--- config.mk ---
export PLATFORM = sky130hd
export DESIGN_NAME = pinned_lru_page_cache_tags
export DESIGN_NICKNAME = d
export VERILOG_FILES = /design/src/design/plpct_pkg.sv /design/src/design/plpct_ctrl.sv /design/src/design/plpct_dp.sv /design/src/design/pinned_lru_page_cache_tags.sv
export SDC_FILE = /design/constraint.sdc
export NUM_CORES = 2
export LEC_CHECK = 0
export CORE_MARGIN = 4
export CORE_UTILIZATION = 60
export CTS_BUF_LIST = sky130_fd_sc_hd__clkbuf_8
export DETAILED_ROUTE_END_ITERATION = 8
export DONT_BUFFER_PORTS = 1
export PLACE_DENSITY = 0.82
export SYNTH_ARGS = -nofsm -noshare
export SYNTH_HDL_FRONTEND = slang
export SYNTH_SLANG_ARGS = --single-unit
--- constraint.sdc ---
create_clock -name clock -period 8.1 [get_ports clock]
set_clock_uncertainty 0.2 [all_clocks]
set_input_delay 0.405 -clock clock [delete_from_list [all_inputs] [get_ports clock]]
set_output_delay 0.405 -clock clock [all_outputs]
set_load 0.02 [all_outputs]
--- src/design/plpct_pkg.sv ---
package plpct_pkg;

   // request opcodes
   localparam logic [1:0] OP_READ  = 2'd0;
   localparam logic [1:0] OP_WRITE = 2'd1;
   localparam logic [1:0] OP_PIN   = 2'd2;
   localparam logic [1:0] OP_UNPIN = 2'd3;

   // fixed port widths
   localparam int OPCODE_BITS    = 2;
   localparam int REQ_TAG_BITS   = 32;
   localparam int RSP_INDEX_BITS = 4;

   typedef logic [OPCODE_BITS-1:0] opcode_type;

   // controller to datapath
   typedef struct packed {
      logic accept;     // request transfer this cycle
      logic scan_step;  // examine one slot for the victim
      logic commit;     // apply the update and load the result
   } cmd_type;

   // datapath to controller
   typedef struct packed {
      logic lookup_miss;  // read or write request at the port misses
      logic scan_last;    // scan is on the last slot
   } sts_type;

endpackage

--- src/design/plpct_ctrl.sv ---
module plpct_ctrl (
   input  logic              clock,
   input  logic              reset,
   input  logic              req_valid,
   output logic              req_ready,
   output logic              rsp_valid,
   input  logic              rsp_ready,
   input  plpct_pkg::sts_type sts,
   output plpct_pkg::cmd_type cmd
);

   localparam logic [1:0] ST_IDLE   = 2'd0;
   localparam logic [1:0] ST_SCAN   = 2'd1;
   localparam logic [1:0] ST_COMMIT = 2'd2;

   logic [1:0] state_ff, state_in;
   logic       rsp_valid_ff, rsp_valid_in;

   // handshake and commands
   assign req_ready     = (state_ff == ST_IDLE);
   assign cmd.accept    = req_valid && req_ready;
   assign cmd.scan_step = (state_ff == ST_SCAN);
   assign cmd.commit    = (state_ff == ST_COMMIT) && (!rsp_valid_ff || rsp_ready);
   assign rsp_valid     = rsp_valid_ff;

   // next state
   always_comb begin
      state_in = state_ff;
      unique case (state_ff)
         ST_IDLE: begin
            if (cmd.accept) begin
               state_in = sts.lookup_miss ? ST_SCAN : ST_COMMIT;
            end
         end
         ST_SCAN: begin
            if (sts.scan_last) begin
               state_in = ST_COMMIT;
            end
         end
         ST_COMMIT: begin
            if (cmd.commit) begin
               state_in = ST_IDLE;
            end
         end
         default: begin
            state_in = ST_IDLE;
         end
      endcase
   end

   // result register occupancy
   always_comb begin
      if (cmd.commit) begin
         rsp_valid_in = 1'b1;
      end else if (rsp_ready) begin
         rsp_valid_in = 1'b0;
      end else begin
         rsp_valid_in = rsp_valid_ff;
      end
   end

   always_ff @(posedge clock) begin
      if (reset) begin
         state_ff     <= ST_IDLE;
         rsp_valid_ff <= 1'b0;
      end else begin
         state_ff     <= state_in;
         rsp_valid_ff <= rsp_valid_in;
      end
   end

endmodule

--- src/design/plpct_dp.sv ---
module plpct_dp #(
   parameter int SLOT_COUNT = 16,
   parameter int TAG_BITS   = 32,
   parameter int AGE_BITS   = 16
) (
   input  logic                                     clock,
   input  logic                                     reset,
   input  plpct_pkg::cmd_type                       cmd,
   output plpct_pkg::sts_type                       sts,
   input  logic [plpct_pkg::OPCODE_BITS-1:0]        req_opcode,
   input  logic [plpct_pkg::REQ_TAG_BITS-1:0]       req_page_tag,
   output logic                                     rsp_hit,
   output logic                                     rsp_slot_used,
   output logic [plpct_pkg::RSP_INDEX_BITS-1:0]     rsp_slot_index,
   output logic                                     rsp_fetch_needed,
   output logic                                     rsp_writeback_needed,
   output logic [plpct_pkg::REQ_TAG_BITS-1:0]       rsp_writeback_tag,
   output logic                                     rsp_write_through,
   output logic                                     rsp_found
);

   localparam int IDX_BITS = (SLOT_COUNT > 1) ? $clog2(SLOT_COUNT) : 1;
   localparam logic [AGE_BITS-1:0] AGE_MAX   = '1;
   localparam logic [IDX_BITS-1:0] LAST_SLOT = IDX_BITS'(SLOT_COUNT - 1);

   // slot state
   logic [TAG_BITS-1:0]   tags_ff   [SLOT_COUNT];
   logic [TAG_BITS-1:0]   tags_in   [SLOT_COUNT];
   logic [AGE_BITS-1:0]   age_ff    [SLOT_COUNT];
   logic [AGE_BITS-1:0]   age_in    [SLOT_COUNT];
   logic [SLOT_COUNT-1:0] valid_ff, valid_in;
   logic [SLOT_COUNT-1:0] pinned_ff, pinned_in;
   logic [SLOT_COUNT-1:0] dirty_ff, dirty_in;

   // request held for the operation
   plpct_pkg::opcode_type op_ff;
   logic [TAG_BITS-1:0]   tag_ff;
   logic                  hit_ff;
   logic [IDX_BITS-1:0]   hit_idx_ff;

   // victim scan
   logic [IDX_BITS-1:0]   scan_ff, scan_in;
   logic                  best_found_ff, best_found_in;
   logic [IDX_BITS-1:0]   best_idx_ff, best_idx_in;
   logic [AGE_BITS-1:0]   best_age_ff, best_age_in;
   logic                  scan_take;

   // lookup at the port
   logic [TAG_BITS-1:0]   lookup_tag;
   logic                  match_any;
   logic [IDX_BITS-1:0]   match_idx;

   // commit decode
   logic                  is_rw;
   logic                  install;
   logic                  touch;
   logic                  wb_now;
   logic [IDX_BITS-1:0]   use_idx;

   // result register
   logic                                 hit_out_ff;
   logic                                 used_out_ff;
   logic [plpct_pkg::RSP_INDEX_BITS-1:0] idx_out_ff;
   logic                                 fetch_out_ff;
   logic                                 wb_out_ff;
   logic [plpct_pkg::REQ_TAG_BITS-1:0]   wbtag_out_ff;
   logic                                 wt_out_ff;
   logic                                 found_out_ff;

   // parallel tag compare, lowest matching slot wins
   assign lookup_tag = TAG_BITS'(req_page_tag);

   always_comb begin
      match_any = 1'b0;
      match_idx = '0;
      for (int i = SLOT_COUNT - 1; i >= 0; i--) begin
         if (valid_ff[i] && (tags_ff[i] == lookup_tag)) begin
            match_any = 1'b1;
            match_idx = IDX_BITS'(i);
         end
      end
   end

   assign sts.lookup_miss = !match_any &&
                            ((req_opcode == plpct_pkg::OP_READ) ||
                             (req_opcode == plpct_pkg::OP_WRITE));
   assign sts.scan_last   = (scan_ff == LAST_SLOT);

   // one slot per cycle: oldest unpinned, lowest index on a tie
   assign scan_take = !pinned_ff[scan_ff] &&
                      (!best_found_ff || (age_ff[scan_ff] > best_age_ff));

   always_comb begin
      scan_in       = scan_ff;
      best_found_in = best_found_ff;
      best_idx_in   = best_idx_ff;
      best_age_in   = best_age_ff;
      if (cmd.accept) begin
         scan_in       = '0;
         best_found_in = 1'b0;
      end else if (cmd.scan_step) begin
         scan_in = scan_ff + 1'b1;
         if (scan_take) begin
            best_found_in = 1'b1;
            best_idx_in   = scan_ff;
            best_age_in   = age_ff[scan_ff];
         end
      end
   end

   // commit decode
   assign is_rw   = (op_ff == plpct_pkg::OP_READ) || (op_ff == plpct_pkg::OP_WRITE);
   assign install = is_rw && !hit_ff && best_found_ff;
   assign touch   = is_rw && (hit_ff || best_found_ff);
   assign use_idx = hit_ff ? hit_idx_ff : best_idx_ff;
   assign wb_now  = install && valid_ff[best_idx_ff] && dirty_ff[best_idx_ff];

   // slot state update
   always_comb begin
      tags_in   = tags_ff;
      age_in    = age_ff;
      valid_in  = valid_ff;
      pinned_in = pinned_ff;
      dirty_in  = dirty_ff;
      if (cmd.commit) begin
         if (!is_rw && hit_ff) begin
            pinned_in[hit_idx_ff] = (op_ff == plpct_pkg::OP_PIN);
         end
         if (is_rw && hit_ff && (op_ff == plpct_pkg::OP_WRITE)) begin
            dirty_in[hit_idx_ff] = 1'b1;
         end
         if (install) begin
            tags_in[best_idx_ff]  = tag_ff;
            valid_in[best_idx_ff] = 1'b1;
            dirty_in[best_idx_ff] = (op_ff == plpct_pkg::OP_WRITE);
         end
         if (touch) begin
            for (int i = 0; i < SLOT_COUNT; i++) begin
               if (IDX_BITS'(i) == use_idx) begin
                  age_in[i] = '0;
               end else if (age_ff[i] != AGE_MAX) begin
                  age_in[i] = age_ff[i] + 1'b1;
               end
            end
         end
      end
   end

   always_ff @(posedge clock) begin
      if (reset) begin
         valid_ff  <= '0;
         pinned_ff <= '0;
         dirty_ff  <= '0;
         for (int i = 0; i < SLOT_COUNT; i++) begin
            age_ff[i] <= '0;
         end
      end else begin
         valid_ff  <= valid_in;
         pinned_ff <= pinned_in;
         dirty_ff  <= dirty_in;
         age_ff    <= age_in;
      end
   end

   // tags, request and scan registers
   always_ff @(posedge clock) begin
      tags_ff       <= tags_in;
      scan_ff       <= scan_in;
      best_found_ff <= best_found_in;
      best_idx_ff   <= best_idx_in;
      best_age_ff   <= best_age_in;
      if (cmd.accept) begin
         op_ff      <= req_opcode;
         tag_ff     <= lookup_tag;
         hit_ff     <= match_any;
         hit_idx_ff <= match_idx;
      end
   end

   // result register
   always_ff @(posedge clock) begin
      if (cmd.commit) begin
         hit_out_ff   <= hit_ff;
         used_out_ff  <= hit_ff || install;
         if (hit_ff) begin
            idx_out_ff <= plpct_pkg::RSP_INDEX_BITS'(hit_idx_ff);
         end else if (install) begin
            idx_out_ff <= plpct_pkg::RSP_INDEX_BITS'(best_idx_ff);
         end else begin
            idx_out_ff <= '0;
         end
         fetch_out_ff <= (op_ff == plpct_pkg::OP_READ) && !hit_ff;
         wb_out_ff    <= wb_now;
         wbtag_out_ff <= wb_now ? plpct_pkg::REQ_TAG_BITS'(tags_ff[best_idx_ff]) : '0;
         wt_out_ff    <= (op_ff == plpct_pkg::OP_WRITE) && !hit_ff && !best_found_ff;
         found_out_ff <= !is_rw && hit_ff;
      end
   end

   assign rsp_hit              = hit_out_ff;
   assign rsp_slot_used        = used_out_ff;
   assign rsp_slot_index       = idx_out_ff;
   assign rsp_fetch_needed     = fetch_out_ff;
   assign rsp_writeback_needed = wb_out_ff;
   assign rsp_writeback_tag    = wbtag_out_ff;
   assign rsp_write_through    = wt_out_ff;
   assign rsp_found            = found_out_ff;

endmodule

--- src/design/pinned_lru_page_cache_tags.sv ---
// channel   handshake              payload
// request   req_valid / req_ready  req_opcode, req_page_tag
// response  rsp_valid / rsp_ready  rsp_hit, rsp_slot_used, rsp_slot_index, rsp_fetch_needed,
//                                  rsp_writeback_needed, rsp_writeback_tag,
//                                  rsp_write_through, rsp_found
//
// hits, pin and unpin go from the transfer cycle (parallel tag compare) straight to commit.
// read and write misses add the victim scan between transfer and commit; the scan reads one slot age
// per cycle through a single comparator.
// one request in flight; the next request is taken while the previous response waits.
// a full response register holds the commit step until rsp_ready frees it.
// reset is synchronous; slot state needs no clearing pass, tags are ignored until valid.
module pinned_lru_page_cache_tags #(
   parameter int SLOT_COUNT = 16,
   parameter int TAG_BITS   = 32,
   parameter int AGE_BITS   = 16
) (
   input  logic                                 clock,
   input  logic                                 reset,
   input  logic                                 req_valid,
   output logic                                 req_ready,
   input  logic [plpct_pkg::OPCODE_BITS-1:0]    req_opcode,
   input  logic [plpct_pkg::REQ_TAG_BITS-1:0]   req_page_tag,
   output logic                                 rsp_valid,
   input  logic                                 rsp_ready,
   output logic                                 rsp_hit,
   output logic                                 rsp_slot_used,
   output logic [plpct_pkg::RSP_INDEX_BITS-1:0] rsp_slot_index,
   output logic                                 rsp_fetch_needed,
   output logic                                 rsp_writeback_needed,
   output logic [plpct_pkg::REQ_TAG_BITS-1:0]   rsp_writeback_tag,
   output logic                                 rsp_write_through,
   output logic                                 rsp_found
);

   plpct_pkg::cmd_type cmd;
   plpct_pkg::sts_type sts;

   plpct_ctrl u_ctrl (
      .clock     (clock),
      .reset     (reset),
      .req_valid (req_valid),
      .req_ready (req_ready),
      .rsp_valid (rsp_valid),
      .rsp_ready (rsp_ready),
      .sts       (sts),
      .cmd       (cmd)
   );

   plpct_dp #(
      .SLOT_COUNT (SLOT_COUNT),
      .TAG_BITS   (TAG_BITS),
      .AGE_BITS   (AGE_BITS)
   ) u_dp (
      .clock                (clock),
      .reset                (reset),
      .cmd                  (cmd),
      .sts                  (sts),
      .req_opcode           (req_opcode),
      .req_page_tag         (req_page_tag),
      .rsp_hit              (rsp_hit),
      .rsp_slot_used        (rsp_slot_used),
      .rsp_slot_index       (rsp_slot_index),
      .rsp_fetch_needed     (rsp_fetch_needed),
      .rsp_writeback_needed (rsp_writeback_needed),
      .rsp_writeback_tag    (rsp_writeback_tag),
      .rsp_write_through    (rsp_write_through),
      .rsp_found            (rsp_found)
   );

   // a request transfer always leaves the block busy in the cycle after it
   a_busy_after_transfer: assert property (@(posedge clock) disable iff (reset)
      (req_valid && req_ready) |=> !req_ready)
      else $error("request taken back to back");

   // a commit always presents a response next cycle
   a_commit_loads_rsp: assert property (@(posedge clock) disable iff (reset)
      cmd.commit |=> rsp_valid)
      else $error("commit without response");

   // a writeback only comes from an eviction
   a_writeback_on_install: assert property (@(posedge clock) disable iff (reset)
      (rsp_valid && rsp_writeback_needed) |-> (rsp_slot_used && !rsp_hit && !rsp_found))
      else $error("writeback without eviction");

   // write-through means nothing was installed
   a_write_through_no_slot: assert property (@(posedge clock) disable iff (reset)
      (rsp_valid && rsp_write_through) |-> (!rsp_slot_used && !rsp_fetch_needed))
      else $error("write-through with a slot in use");

endmodule
==> flow_metrics.tcl <==
set metrics [dict create \
    root_buffer "clkbuf_8" \
    violations "design-rule violations" \
    placedCellCount 4342 \
    outcome "complete, but fails checks" \
    synth-seq-area-share 0.5481 \
    synthCells 3518 \
    avgRoutedWirePerCell_um 31.19 \
    cts.sinks 925 \
    hp-class "in2reg" \
    ys_seq_elements 925 \
    coreArea_sq_um 74320 \
    ir_drop_mv 0.2243 \
    wl_met3_mm 18.44 \
    synth_area_per_cell_sq_um 12.79 \
    first_pass_iters 9 \
    seqCellArea_sq_um 24660 \
    fin_crit_sh 0.6429 \
    layout_common_cells "edfxtp_1 (613), xnor2_1 (479), dfxtp_1 (310), nor2_1 (260), mux4_2 (245)" \
    cts_inserted_buffers 151 \
    fin_cells 4680 \
    maxUsedRoutingLayer "met5" \
    hold_violations 0 \
    fillers 5176 \
    rsz0062_at_grt "false" \
    gp_congestion 1.153 \
    power_density_nw_per_um2 200.5 \
    p_leak_nw 15.61 \
    clk_pin_slew_ps 60 \
    finalSetupTns_ps 0 \
    drc 1 \
    critPathKind "reg2reg" \
    grt_pass1_wl_mm 208.8 \
    synth_edf_count 613 \
    dp_hpwl_mm 99.90 \
    gr-usage-all-layers 0.3668 \
    wl_met2_mm 65.71 \
    boundaryPins 82 \
    drv_cap 0 \
    layout_commonest_cell "edfxtp_1" \
    drt-met1-wl_mm 47.84 \
    p_int_mw 7.452 \
    grt_pass1_vias 30610 \
    antenna_found_initial 14 \
    core.rowCount 100 \
    grt_max_degree 156 \
    period_needed_ps 5207 \
    layout-area-overhead-vs-synth_pct 9.856 \
    multi_input_area_sq_um 19510 \
    avgViaCountPerCell 6.865 \
    endpoint_kind "flop" \
    fp.dieW_um 281.8 \
    syn-cell-area_sq_um 44980 \
    critPathRequiredTime_ps 8390 \
    dieArea_sq_um 79410 \
    gr-total-overflow 0 \
    io_buffers 0 \
    utilization 0.6648 \
    critPathArrivalTime_ps 5490 \
    insertion_delay_ps 840 \
    synth-main-ff-cell "edfxtp_1" \
    ys_warn_count 0 \
    seq_power_share 0.522 \
    die_y_um 281.8 \
    drtAntennaViolNets 0 \
    cts_htree_levels 4 \
    cts_tree "built" \
    initial_core_util 0.6052 \
    drt_iter0_markers 5033 \
    drive_above_1_share 0.1405 \
    cts-resized-gates 0 \
    combPwrFrac 0.063 \
    clockBufferDepth 3 \
    setup_viol 0 \
    synthArstFlopShare 0 \
    swShare 0.2477 \
    ys_types 64 \
    drv_slew 0 \
    dr_total_vias 32130 \
    max_freq_mhz 192.0 \
    worstMarginPinSlew_ps 1383 \
    syn_nets 3589 \
    postRouteWirelength_mm 146.0 \
    worstPathMaxFanout 43 \
    fin_nets 3646 \
    start_kind "flop" \
    slew_headroom 0.07154 \
    p_clk_frac 0.415 \
    switchingPower_mw 2.453 \
]
-- cell families (layout without fill, tap and decap cells) --
| logic type | count (synthesis) | after routing | synth area share |
|---|---|---|---|
| compound gates | 333 | 333 | 0.04495 |
| xor+xnor | 659 | 659 | 0.1283 |
| fa+ha+maj | 33 | 33 | 0.009180 |
| flops | 925 | 925 | 0.5481 |
| buf+inv | 232 | 416 | 0.02117 |
| mux | 263 | 263 | 0.1267 |
| simple gates | 1073 | 1073 | 0.1215 |
| other cells | 0 | 9 | 0 |
-- per-layer routing --
layer,GRT usage,up-vias
li1,-,13260
met1,0.4385,15660
met2,0.5673,2533
met3,0.1062,662
met4,0.2759,12
met5,0,-
-- power by group through the flow --
stage,Sequential [mW],Combinational [mW],Clock [mW]
after detailed placement,5.27,0.570,0
after CTS,5.17,0.605,4.10
after global routing,5.17,0.638,4.34
final,5.17,0.629,4.11
after global placement,5.26,0.567,0
after floorplan,5.21,0.462,0
-- through the flow --
step                total power, mW  instance area [sq um]  worst slack, ps  hold slack [ps]
finish                        9.905                  49410             2893            30.95
global route                  10.15                  49390             2467            28.92
CTS                           9.875                  49390             2840            1.497
detailed placement            5.836                  45840             2928            289.9
global placement              5.830                  45840             2981            275.3
floorplan                     5.674                  44980             2921            220.6
-- state kept, by name, indices dropped and copies added (netlist names), 2 cells and up --
| register | flops |
|---|---|
| u_dp.hit_idx_ff | 4 |
| u_dp.age_ff | 256 |
| u_ctrl.state_ff | 2 |
| u_dp.op_ff | 2 |
| u_dp.rsp_writeback_tag | 32 |
| u_dp.rsp_slot_index | 4 |
| u_dp.pinned_ff | 16 |
| u_dp.best_age_ff | 16 |
| u_dp.tags_ff | 512 |
| u_dp.tag_ff | 32 |
| u_dp.best_idx_ff | 4 |
| u_dp.scan_ff | 4 |
| u_dp.valid_ff | 16 |
| u_dp.dirty_ff | 16 |
-- path summary, 6_finish.rpt --
| check | endpoint | slack (ps) | cells past startpoint | from |
|---|---|---|---|---|
| max reg2reg | u_dp.best_age_ff[1]$_DFFE_PP_ | 2890 | 14 | u_dp.scan_ff[0]$_SDFFE_PP0P_ |
| min reg2reg | u_dp.age_ff[74]$_SDFFE_PP0P_ | 300 | 2 | u_dp.age_ff[74]$_SDFFE_PP0P_ |
| max | u_dp.best_age_ff[1]$_DFFE_PP_ | 2890 | 14 | u_dp.scan_ff[0]$_SDFFE_PP0P_ |
| min | u_dp.tag_ff[17]$_DFFE_PP_ | 30 | 1 | req_page_tag[17] |
-- cell type report --
type                       count  area share
clock inverter               110     0.01416
clock buffer                 170     0.04735
tap                          969     0.02454
multi-input combinational   2361      0.3948
antenna                        9   0.0004558
inverter                      57    0.004330
timing repair buffer          79     0.01535
sequential                   925      0.4990
-- worst max-delay path, stage by stage (launching register included) --
cell,delay [ps]
dfxtp_4,860
buf_4,610
mux4_2,570
mux4_2,480
ha_1,310
nor2b_1,130
o21a_1,110
o21ai_0,70
nand2b_1,70
a21oi_1,60
o21ai_0,180
a21o_1,140
a21oi_1,60
nor2_1,570
buf_4,360
-- synth_stat cells, types with 3 or more instances --
| cell type | count | share of area |
|---|---|---|
| o21ai_0 | 90 | 0.010 |
| and2_1 | 6 | 0.00083 |
| xor2_1 | 180 | 0.035 |
| and3_1 | 50 | 0.0070 |
| buf_2 | 44 | 0.0049 |
| or2_2 | 3 | 0.00042 |
| nand2_1 | 183 | 0.015 |
| nand4_2 | 3 | 0.00083 |
| and4_1 | 8 | 0.0016 |
| edfxtp_1 | 613 | 0.41 |
| a21oi_1 | 133 | 0.015 |
| or4_1 | 4 | 0.00067 |
| ha_1 | 33 | 0.0092 |
| xnor2_1 | 479 | 0.093 |
| nand3b_1 | 9 | 0.0015 |
| nand2b_1 | 21 | 0.0029 |
| buf_1 | 23 | 0.0019 |
| a21o_1 | 7 | 0.0012 |
| nor3_1 | 72 | 0.0080 |
| inv_1 | 57 | 0.0048 |
| dfxtp_1 | 312 | 0.14 |
| o21bai_1 | 15 | 0.0025 |
| buf_6 | 3 | 0.00075 |
| o21a_1 | 12 | 0.0020 |
| nand3_1 | 109 | 0.012 |
| mux4_2 | 245 | 0.12 |
| a22o_1 | 5 | 0.00097 |
| clkbuf_1 | 104 | 0.0087 |
| nand4_1 | 145 | 0.020 |
| nor2b_1 | 42 | 0.0058 |
| mux2i_1 | 16 | 0.0036 |
| a211oi_1 | 41 | 0.0068 |
| a311oi_1 | 10 | 0.0019 |
| a31oi_1 | 4 | 0.00056 |
| nor2_1 | 277 | 0.023 |
| nor4_1 | 39 | 0.0054 |
| or3_1 | 82 | 0.011 |
-- timing repair --
item	in CTS	in global routing
hold endpoints to repair	358	0
buffers inserted	0	0
hold buffers	49	0
No activity file was read; power rests on OpenSTA's default activity.
